`config.mk`:
```
export PLATFORM = sky130hd
export DESIGN_NAME = tvn_combine
export DESIGN_NICKNAME = d
export VERILOG_FILES = /design/src/design/tvn_pkg.sv /design/src/design/tvn_combine.sv
export SDC_FILE = /design/constraint.sdc
export NUM_CORES = 1
export LEC_CHECK = 0
export BUFFER_PORTS_ARGS = -buffer_cell sky130_fd_sc_hd__buf_2
export CORE_AREA = 2 2 254 256
export CTS_CLUSTER_SIZE = 10
export DETAILED_ROUTE_END_ITERATION = 8
export DIE_AREA = 0 0 256 258
export PLACE_DENSITY = 0.54
export SETUP_SLACK_MARGIN = 0.1
export SYNTH_ARGS = -nofsm -noshare
export SYNTH_HDL_FRONTEND = slang
export SYNTH_SLANG_ARGS = --single-unit
export TNS_END_PERCENT = 50
```
`constraint.sdc`:
```
create_clock -name clk -period 7.3 [get_ports clk]
set_clock_uncertainty 0.1 [all_clocks]
set_input_delay 0.365 -clock clk [delete_from_list [all_inputs] [get_ports clk]]
set_output_delay 0.365 -clock clk [all_outputs]
set_load 0.02 [all_outputs]
```
`src/design/tvn_pkg.sv`:
```
// ----------------------------------------------------------------------------
// tvn_pkg: shared types and constants for the tiling value noise block
// Hash constants, octave weights, register codes and the stage enable bundle.
// ----------------------------------------------------------------------------
package tvn_pkg;

  // Default parameter values
  localparam int FRAC_BITS_DEF   = 16;
  localparam int MAX_LATTICE_DEF = 256;

  // Pipeline depth: register stages from input to result
  localparam int NSTG = 9;

  // Field widths
  localparam int COORD_W    = 16;
  localparam int NOISE_W    = 16;
  localparam int CORNER_W   = 24;
  localparam int WEIGHT_W   = 16;
  localparam int CFG_IDX_W  = 2;
  localparam int CFG_DATA_W = 9;

  // Corner hash constants
  localparam logic [31:0] HASH_MUL_X   = 32'd374761393;
  localparam logic [31:0] HASH_MUL_Y   = 32'd668265263;
  localparam logic [31:0] HASH_MUL_MIX = 32'd1274126177;
  localparam int          HASH_SHIFT_A = 13;
  localparam int          HASH_SHIFT_B = 16;

  // Octave lattice sizes and Q0.16 weights for the fractal sum
  localparam int OCT_G0 = 4;
  localparam int OCT_G1 = 8;
  localparam int OCT_G2 = 16;
  localparam logic [WEIGHT_W-1:0] W_OCT4  = 16'd36045;
  localparam logic [WEIGHT_W-1:0] W_OCT8  = 16'd19661;
  localparam logic [WEIGHT_W-1:0] W_OCT16 = 16'd9830;

  // Register reset values
  localparam logic [CFG_DATA_W-1:0] LAT_RESET = 9'd4;

  // Register indexes
  typedef enum logic [CFG_IDX_W-1:0] {
    REG_MODE    = 2'd0,
    REG_LATTICE = 2'd1
  } cfg_reg_t;

  // Operating modes
  typedef enum logic {
    MODE_FBM    = 1'b0,
    MODE_SINGLE = 1'b1
  } mode_t;

  // Per-stage load enables, one per register stage
  typedef struct packed {
    logic lat;   // cell and in-cell fraction
    logic hmul;  // hash first multiply, fade square
    logic hmix;  // hash mix multiply, fade cubic
    logic lmul;  // horizontal lerp products
    logic lsum;  // horizontal lerp sums
    logic vmul;  // vertical lerp products
    logic vsum;  // vertical lerp sum, octave value
    logic wmul;  // weighted octave products
    logic outr;  // result register
  } pipe_en_t;

endpackage

```
`src/design/tvn_combine.sv`:
```
// ----------------------------------------------------------------------------
// tvn_combine: octave weighting and result register
// Weights and sums three octaves to a saturated Q0.16, or scales one octave to Q0.16.
// ----------------------------------------------------------------------------
module tvn_combine (
  input  logic                          clk,
  input  tvn_pkg::pipe_en_t             en,
  input  tvn_pkg::mode_t                mode,
  input  logic [tvn_pkg::CORNER_W-1:0]  oct0,
  input  logic [tvn_pkg::CORNER_W-1:0]  oct1,
  input  logic [tvn_pkg::CORNER_W-1:0]  oct2,
  output logic [tvn_pkg::NOISE_W-1:0]   noise_value
);

  localparam int CW  = tvn_pkg::CORNER_W;
  localparam int NW  = tvn_pkg::NOISE_W;
  localparam int PRW = tvn_pkg::WEIGHT_W + CW;
  localparam int AW  = PRW + 2;
  localparam int RW  = AW - CW;

  // Stage 8: weighted products and single-octave scale
  logic [PRW-1:0] wp0;
  logic [PRW-1:0] wp1;
  logic [PRW-1:0] wp2;
  logic [NW-1:0]  single;

  always_ff @(posedge clk) begin
    if (en.wmul) begin
      wp0    <= PRW'(tvn_pkg::W_OCT4)  * PRW'(oct0);
      wp1    <= PRW'(tvn_pkg::W_OCT8)  * PRW'(oct1);
      wp2    <= PRW'(tvn_pkg::W_OCT16) * PRW'(oct2);
      single <= oct0[CW-1:CW-NW];
    end
  end

  // Stage 9: sum, drop the fraction, saturate
  logic [AW-1:0] acc;
  logic [RW-1:0] res;
  logic [NW-1:0] fbm_value;

  assign acc       = AW'(wp0) + AW'(wp1) + AW'(wp2);
  assign res       = acc[AW-1:CW];
  assign fbm_value = (|res[RW-1:NW]) ? '1 : res[NW-1:0];

  always_ff @(posedge clk) begin
    if (en.outr) begin
      noise_value <= (mode == tvn_pkg::MODE_SINGLE) ? single : fbm_value;
    end
  end

endmodule

```
==> results of run 1 <==
-- stage by stage --
step	worst slack, ns	hold WS (ns)	utilization [%]
3_3_place_gp	1.148	0.4679	42.75
5_1_grt	1.230	0.09769	43.63
6_report	1.544	0.1248	43.63
3_5_place_dp	1.077	0.4686	42.75
4_1_cts	1.530	0.1031	43.63
2_1_floorplan	1.805	0.3639	-
-- state kept, by name, summed over array words and instances, names as in the netlist --
name / flops
wp2: 37
single: 16
noise_value: 16
wp0: 40
wp1: 39
-- worst paths after layout --
kind,startpoint,endpoint,slack (ns),cells past startpoint
setup / recovery,oct0[14],wp0[39],1.54,20
hold / removal,oct2[0],wp2[1],0.12,1
setup reg to reg,wp0[5],noise_value[14],3.49,11
hold reg to reg,single[6],noise_value[6],0.47,2
-- synthesized netlist by cell type, types with 15 or more instances --
cell type    n
inv_1      721
ha_1       505
fa_1       366
edfxtp_1   148
a21oi_1    116
nor2_1      69
xnor2_1     67
nand2_1     56
a21o_1      51
o21ai_0     41
xor2_1      37
nor2b_1     26
nor3_1      26
nand3_1     25
nand2b_1    18
o21bai_1    18
o21ai_1     15
-- worst reg2reg max path: cells and delay by family (launching register included) --
| family | cells | cell delay (ns) |
|---|---|---|
| flops | 1 | 0.42 |
| fa+ha+maj | 2 | 0.82 |
| compound gates | 8 | 1.98 |
| simple gates | 1 | 0.20 |
-- logic make-up after synthesis --
group                      count (synthesis)  synth area share, %
DFF                                      148                17.25
and+or+nand+nor                          276                5.415
xor gates and xnor gates                 104                3.535
adders and majority gates                871                52.96
buffers and inverters                    739                10.88
AOI/OAI and AO/OA                        362                9.557
muxes                                     10               0.3982
-- layout make-up --
| class | count | area (µm²) | share of cell area (%) |
|---|---|---|---|
| timing repair buffer | 93 | 473.0 | 1.703 |
| tap | 855 | 1070 | 3.853 |
| sequential | 148 | 4444 | 16.01 |
| clock inverter | 14 | 128.9 | 0.4641 |
| multi-input combinational | 1623 | 18520 | 66.68 |
| clock buffer | 18 | 429.2 | 1.546 |
| inverter | 721 | 2706 | 9.746 |
-- per-layer routing --
layer  up-vias  share of wire (%)
met5         -                  0
met4         0                1.9
met3        47                2.7
met2       212                 51
met1      8449                 44
li1       8339                  -
==> qor.txt, run 1 <==
vias in the first global route -> 18580
HPWL Detailed -> 51450 µm
worst slew pin tran -> 0.7830 ns
Core Area -> 63650 µm²
Period minus WS final -> 5.756 ns
Rows -> 93
dominant cells by area after synthesis -> fa_1 (28%), ha_1 (25%), edfxtp_1 (17%)
Antenna Violating Nets Remaining -> 0
most common cell after layout, fill and taps aside -> inv_1
fillers -> 6172
post-cts sizing count -> 0
Post-Syn Area -> 25760 µm²
clk slew on worst S/H paths -> 0.07 ns
WL/cell -> 16.75 µm
TritonRoute pass-1 iters -> 5
arrival time worst endpoint -> 5.86 ns
final wirelength -> 58140 µm
sequential-to-total area share from yosys stat -> 17.25%
postcts setup bufs -> 0
# DRC -> 0
max_slew headroom -> 47.80%
area leader, netlist -> fa_1
# nets final -> 3558
Tcrit/Tclk final -> 78.85%
Unique masters post-synth -> 81
slowest CP cell -> fa_1
most frequent cells in the layout -> inv_1 (721), ha_1 (505), fa_1 (366)
Crit path required time -> 7.40 ns
synthesized instance count -> 2510
top-area cell type share of the netlist area -> 28.44%
initial antenna violation count -> 2
largest net degree at the start of global routing -> 62
Clock Path Buffers -> 2
drt first-iter violations -> 765
initial core utilization -> 40.48%
Post-synth ARST share -> 0%
total of warnings raised by yosys -> 0
io pins -> 99
GR Util met2 -> 33.68%
via count -> 17050
Post-synth EDFFs -> 148
Fin. Hold Viols -> 0
Post-DP Area -> 27210 µm²
setup violators final -> 0
RSZ-0062 raised after global routing -> false
met3 Resource Use GR -> 2.150%
first-pass GRT wire length -> 97150 µm
crit end category -> flip-flop
total CTS buffers -> 17
Syn Nets -> 3464
met1 Usage GRT -> 23.74%
clk_lat worst skew -> 0.44 ns
Setup CP Type -> input pin to flip-flop
final slew viol count -> 0
total global-route track usage -> 18.56%
Sum Neg Setup Slack -> 0 ns
Area Overhead vs Synth -> 7.775%
CTS tree -> done
CP startpoint kind -> input pin
DP Cell Count -> 3440
hold_buf cts -> 0
CP top delay family -> adder cells
Antenna diodes -> 0
Cell Count, Final, Fillers Out -> 3472
total gr overflow -> 0
vias per cell -> 4.910
full die area -> 66050 µm²
Syn Area/Cell -> 10.26 µm²
# port buffers -> 91
number of max-cap violations -> 0
#FFs+latches synth -> 148
share of cells above drive strength 1 -> 6.190%
worst path bufs/invs -> 5
HP Class -> input pin to flip-flop
CP peak stage delay -> 0.55 ns
final instance area -> 27770 µm²
ys flop type -> edfxtp_1
clk sinks -> 148
max frequency -> 173.7 MHz
die height -> 258 µm
outcome -> finished, final reports clean
H-tree depth -> 4
busiest layer in global routing -> met2
Die W -> 256 µm
worst-path maximum fanout -> 9
GPL Wtd Cong -> 0.8907
ordered cell list for the critical path -> buf_2, ha_1, ha_1, inv_1, fa_1, inv_1, fa_1, fa_1, inv_1, fa_1, inv_1, ha_1, nand3_1, nor4_1, nand3_1, o311a_1, a21oi_2, o21ai_1, o21a_1, o311ai_1
Root Buffer -> clkbuf_16
Power of run 1 is left out: the tool's default activity adds up to more than one toggle a clock period on the data nets, which glitch-free logic cannot reach.
==> inputs of run 2 (changes only) <==
==> constraint.sdc (replaced) <==
create_clock -name clk -period 5.4 [get_ports clk]
set_clock_uncertainty 0.1 [all_clocks]
set_input_delay 0.27 -clock clk [delete_from_list [all_inputs] [get_ports clk]]
set_output_delay 0.27 -clock clk [all_outputs]
set_load 0.02 [all_outputs]
==> run 2 against run 1 <==
Against the previous run:
- final cell count rose by 9.0%
- critical path depth is 1 higher
- sequential share of layout area shrank 1.5 points
- hold slack lost 0.020 ns
- final area up 11%
- critical endpoint is now wp2[37]
- utilization rose by 4.6 points
- die area stayed put
- setup slack lost 1.3 ns
==> qor.txt, run 2 (synthesized netlist as in run 1, its figures left out) <==
outcome -> finished, final reports clean
TritonRoute pass-1 iters -> 5
HPWL Detailed -> 55440 µm
pre-CTS WS -> -0.4902 ns
io pins -> 99
initial antenna violation count -> 1
CP top delay family -> adder cells
slowest CP cell -> fa_1
Rows -> 93
final instance area -> 30720 µm²
GPL Wtd Cong -> 0.8776
worst slew pin tran -> 0.9915 ns
initial core utilization -> 40.48%
CTS tree -> done
worst path bufs/invs -> 6
vias in the first global route -> 19990
final wirelength -> 62370 µm
WL/cell -> 16.47 µm
worst-path maximum fanout -> 4
ordered cell list for the critical path -> buf_2, ha_1, fa_1, inv_1, fa_1, inv_1, fa_1, inv_1, fa_1, inv_1, ha_1, a211oi_2, o2111ai_1, nand3_2, nand4_2, a2111oi_2, nor3_2, a211o_1, a21oi_2, xnor2_1, buf_4
most common cell after layout, fill and taps aside -> inv_1
setup violators final -> 0
fillers -> 6004
# DRC -> 0
Worst Hold Depth -> 2
number of max-cap violations -> 0
# port buffers -> 91
reg2reg end -> noise_value[14]
Biggest register -> wp0
CP peak stage delay -> 0.53 ns
total global-route track usage -> 19.73%
clk slew on worst S/H paths -> 0.07 ns
reg-to-reg startpoint -> wp0[5]
total CTS buffers -> 17
full die area -> 66050 µm²
max_slew headroom -> 33.90%
Core Area -> 63650 µm²
Post-DP Area -> 29570 µm²
Tcrit/Tclk final -> 95.29%
via count -> 18210
Root Buffer -> clkbuf_16
Crit path required time -> 5.49 ns
Min-Delay Endpoint -> single[13]
total gr overflow -> 0
max reg flops -> 40
worst-case reg-to-reg path depth -> 11
Period minus WS final -> 5.145 ns
first-pass GRT wire length -> 103800 µm
Fin. Hold Viols -> 0
clk sinks -> 148
Antenna Violating Nets Remaining -> 0
Setup CP Type -> input pin to flip-flop
vias per cell -> 4.809
drt first-iter violations -> 627
Clock Path Buffers -> 2
max frequency -> 194.3 MHz
CP startpoint kind -> input pin
share of cells above drive strength 1 -> 18.39%
RSZ-0062 raised after global routing -> true
final worst slack -> 0.2545 ns
Hold Path Origin -> oct0[21]
largest net degree at the start of global routing -> 75
Area Overhead vs Synth -> 19.24%
die height -> 258 µm
clk_lat worst skew -> 0.44 ns
final slew viol count -> 0
H-tree depth -> 4
biggest regs -> wp0 x40, wp1 x39, wp2 x37
Die W -> 256 µm
Antenna diodes -> 0
crit end category -> flip-flop
# nets final -> 3872
arrival time worst endpoint -> 5.24 ns
Sum Neg Setup Slack -> 0 ns
HP Class -> input pin to flip-flop
Worst R2R Setup Slack -> 1.55 ns
most frequent cells in the layout -> inv_1 (718), ha_1 (481), fa_1 (365)
run 2: stage by stage:
stage | utilization (%) | hold slack [ns] | cells
final | 48.27 | 0.1046 | 3786
after global routing | 48.27 | 0.09106 | 3786
after CTS | 47.43 | 0.08084 | 3781
after detailed placement | 46.46 | 0.4293 | 3748
after global placement | 46.46 | 0.4319 | 3748
after floorplan | - | 0.2689 | 2510
run 2: how the worst max path moves through the flow:
stage / depth (start not counted) / slack (ns) / from / to
final: 21 / 0.25 / oct2[10] / wp2[37]
after global routing: 21 / -0.009 / oct1[12] / wp1[37]
after CTS: 20 / 0.10 / oct0[6] / wp0[37]
after detailed placement: 21 / -0.49 / oct0[5] / wp0[38]
after global placement: 21 / -0.35 / oct0[5] / wp0[38]
after floorplan: 20 / 0.10 / oct0[5] / wp0[38]
run 2: layout make-up:
class	count	area [µm²]	share of cell area [%]
multi-input combinational	1623	19040	61.97
clock buffer	17	425.4	1.385
timing repair buffer	407	2869	9.339
inverter	721	2706	8.809
clock inverter	15	168.9	0.5498
sequential	148	4444	14.47
tap	855	1070	3.482
run 2: metal layers:
layer / vias up / GRT usage [%] / part of all wire (%)
met5: - / 0 / 0
met4: 0 / 4.386 / 2.2
met3: 54 / 1.865 / 1.9
met2: 198 / 35.47 / 51
met1: 8993 / 25.77 / 45
li1: 8961 / - / -
run 2: repair_timing:
item,CTS,global route
resized for setup,1,73
pin swaps,1,39
hold buffers,1,0
buffers inserted,0,5
setup endpoints to repair,1,24
hold endpoints to repair,1,0
Power of run 2 is left out for the same reason.
==> inputs of run 3 (changes only) <==
--- a/config.mk
+++ b/config.mk
@@ -6,11 +6,11 @@
 export NUM_CORES = 1
 export LEC_CHECK = 0
 export BUFFER_PORTS_ARGS = -buffer_cell sky130_fd_sc_hd__buf_2
-export CORE_AREA = 2 2 254 256
+export CORE_AREA = 2 2 224 226
 export CTS_CLUSTER_SIZE = 10
 export DETAILED_ROUTE_END_ITERATION = 8
-export DIE_AREA = 0 0 256 258
-export PLACE_DENSITY = 0.54
+export DIE_AREA = 0 0 226 228
+export PLACE_DENSITY = 0.67
 export SETUP_SLACK_MARGIN = 0.1
 export SYNTH_ARGS = -nofsm -noshare
 export SYNTH_HDL_FRONTEND = slang
==> run 3 against run 2 <==
Against the previous run:
- hold slack improved by 0.0091 ns
- critical endpoint is now wp2[29]
- first-iteration DRC count up 34%
- utilization rose by 13 points
- critical path depth increased by 1
- sequential cell count stayed put
- clock-buffer cell count is the same
==> qor.txt, run 3 (synthesized netlist as in run 1, its figures left out) <==
Final Core Density -> 61.00%
# port buffers -> 91
Fin. Hold Viols -> 0
HPWL Detailed -> 53790 µm
clk_lat worst skew -> 0.44 ns
reg-to-reg startpoint -> wp0[5]
Antenna diodes -> 0
crit end category -> flip-flop
Antenna Violating Nets Remaining -> 0
Worst Setup SP -> oct2[4]
outcome -> finished, final reports clean
Area Overhead vs Synth -> 16.84%
Root Buffer -> clkbuf_16
vias per cell -> 5.083
full die area -> 51530 µm²
fillers -> 4170
max frequency -> 193.1 MHz
Tcrit/Tclk final -> 95.88%
worst slew pin tran -> 0.7013 ns
final slew viol count -> 0
TritonRoute pass-1 iters -> 5
final worst slack -> 0.2225 ns
via count -> 18200
vias in the first global route -> 19870
H-tree depth -> 4
CTS tree -> done
Period minus WS final -> 5.177 ns
initial antenna violation count -> 0
RSZ-0062 raised after global routing -> true
largest net degree at the start of global routing -> 57
# DRC -> 0
WL/cell -> 16.82 µm
max_slew headroom -> 53.25%
clk slew on worst S/H paths -> 0.07 ns
setup violators final -> 0
first-pass GRT wire length -> 100300 µm
Cell Count, Final, Fillers Out -> 3581
Clock Path Buffers -> 2
io pins -> 99
biggest regs -> wp0 x40, wp1 x39, wp2 x37
Setup CP Type -> input pin to flip-flop
Crit path required time -> 5.62 ns
GPL Wtd Cong -> 0.9173
Core Area -> 49350 µm²
total CTS buffers -> 17
Die W -> 226 µm
# nets final -> 3850
total global-route track usage -> 24.81%
most common cell after layout, fill and taps aside -> inv_1
clk sinks -> 148
arrival time worst endpoint -> 5.39 ns
number of max-cap violations -> 0
pre-CTS WS -> -0.3999 ns
Hold Path Origin -> oct0[19]
worst-path maximum fanout -> 4
Biggest register -> wp0
share of cells above drive strength 1 -> 16.95%
max reg flops -> 40
total gr overflow -> 0
initial core utilization -> 52.21%
most frequent cells in the layout -> inv_1 (721), ha_1 (492), fa_1 (366)
DP Cell Count -> 3547
CP startpoint kind -> input pin
Rows -> 82
die height -> 228 µm
HP Class -> input pin to flip-flop
drt first-iter violations -> 840
final wirelength -> 60230 µm
[run 3: area by class of cell]
type                            count  area (µm²)  area share (%)
Clock inverter                     15       170.2          0.5653
Clock buffer                       17       425.4           1.413
Sequential cell                   148        4444           14.76
Tap cell                          672       840.8           2.793
Inverter                          721        2706           8.990
Timing Repair Buffer              385        2699           8.965
Multi-Input combinational cell   1623       18820           62.51
[run 3: repair_timing]
| item | CTS | global route |
|---|---|---|
| endpoints found under the setup margin | 3 | 26 |
| resized for setup | 1 | 40 |
| pin swaps | 0 | 27 |
| hold buffers | 0 | 1 |
| endpoints found under the hold margin | 0 | 1 |
| setup buffers | 0 | 1 |
[run 3: worst paths after layout]
check                                      end  slack (ns)  depth (start not counted)
worst max-delay path                   wp2[29]        0.22                         22
worst min-delay path                single[11]        0.11                          2
worst max register to register  noise_value[8]        1.52                         11
worst min register to register  noise_value[4]        0.48                          2
[run 3: routing by layer]
| layer | part of all wire, % | track usage [%] |
|---|---|---|
| met2 | 51 | 43.59 |
| met5 | 0 | 0 |
| met4 | 2.0 | 5.526 |
| met1 | 45 | 33.20 |
| met3 | 2.2 | 2.293 |
[run 3: metrics by stage]
stage / hold slack [ns] / TNS, ns / cell area (µm²)
floorplan: 0.2689 / 0 / 25790
global placement: 0.4545 / -3.730 / 29210
detailed placement: 0.4608 / -5.289 / 29210
CTS: 0.0008245 / 0 / 29810
global route: 0.1043 / 0 / 30100
finish: 0.1137 / 0 / 30100
[run 3: critical path: stages]
cell	delay [ns]
buf_2	0.12
ha_1	0.27
fa_1	0.56
inv_1	0.06
fa_1	0.54
inv_1	0.05
fa_1	0.47
inv_1	0.05
fa_1	0.48
inv_1	0.05
ha_1	0.34
nand4_1	0.14
nor3_1	0.34
a21oi_2	0.15
buf_4	0.16
a31oi_1	0.29
o41ai_2	0.11
o21ai_1	0.17
a21o_1	0.15
a21oi_1	0.07
xnor2_1	0.36
buf_4	0.18
Power of run 3 is left out for the same reason.
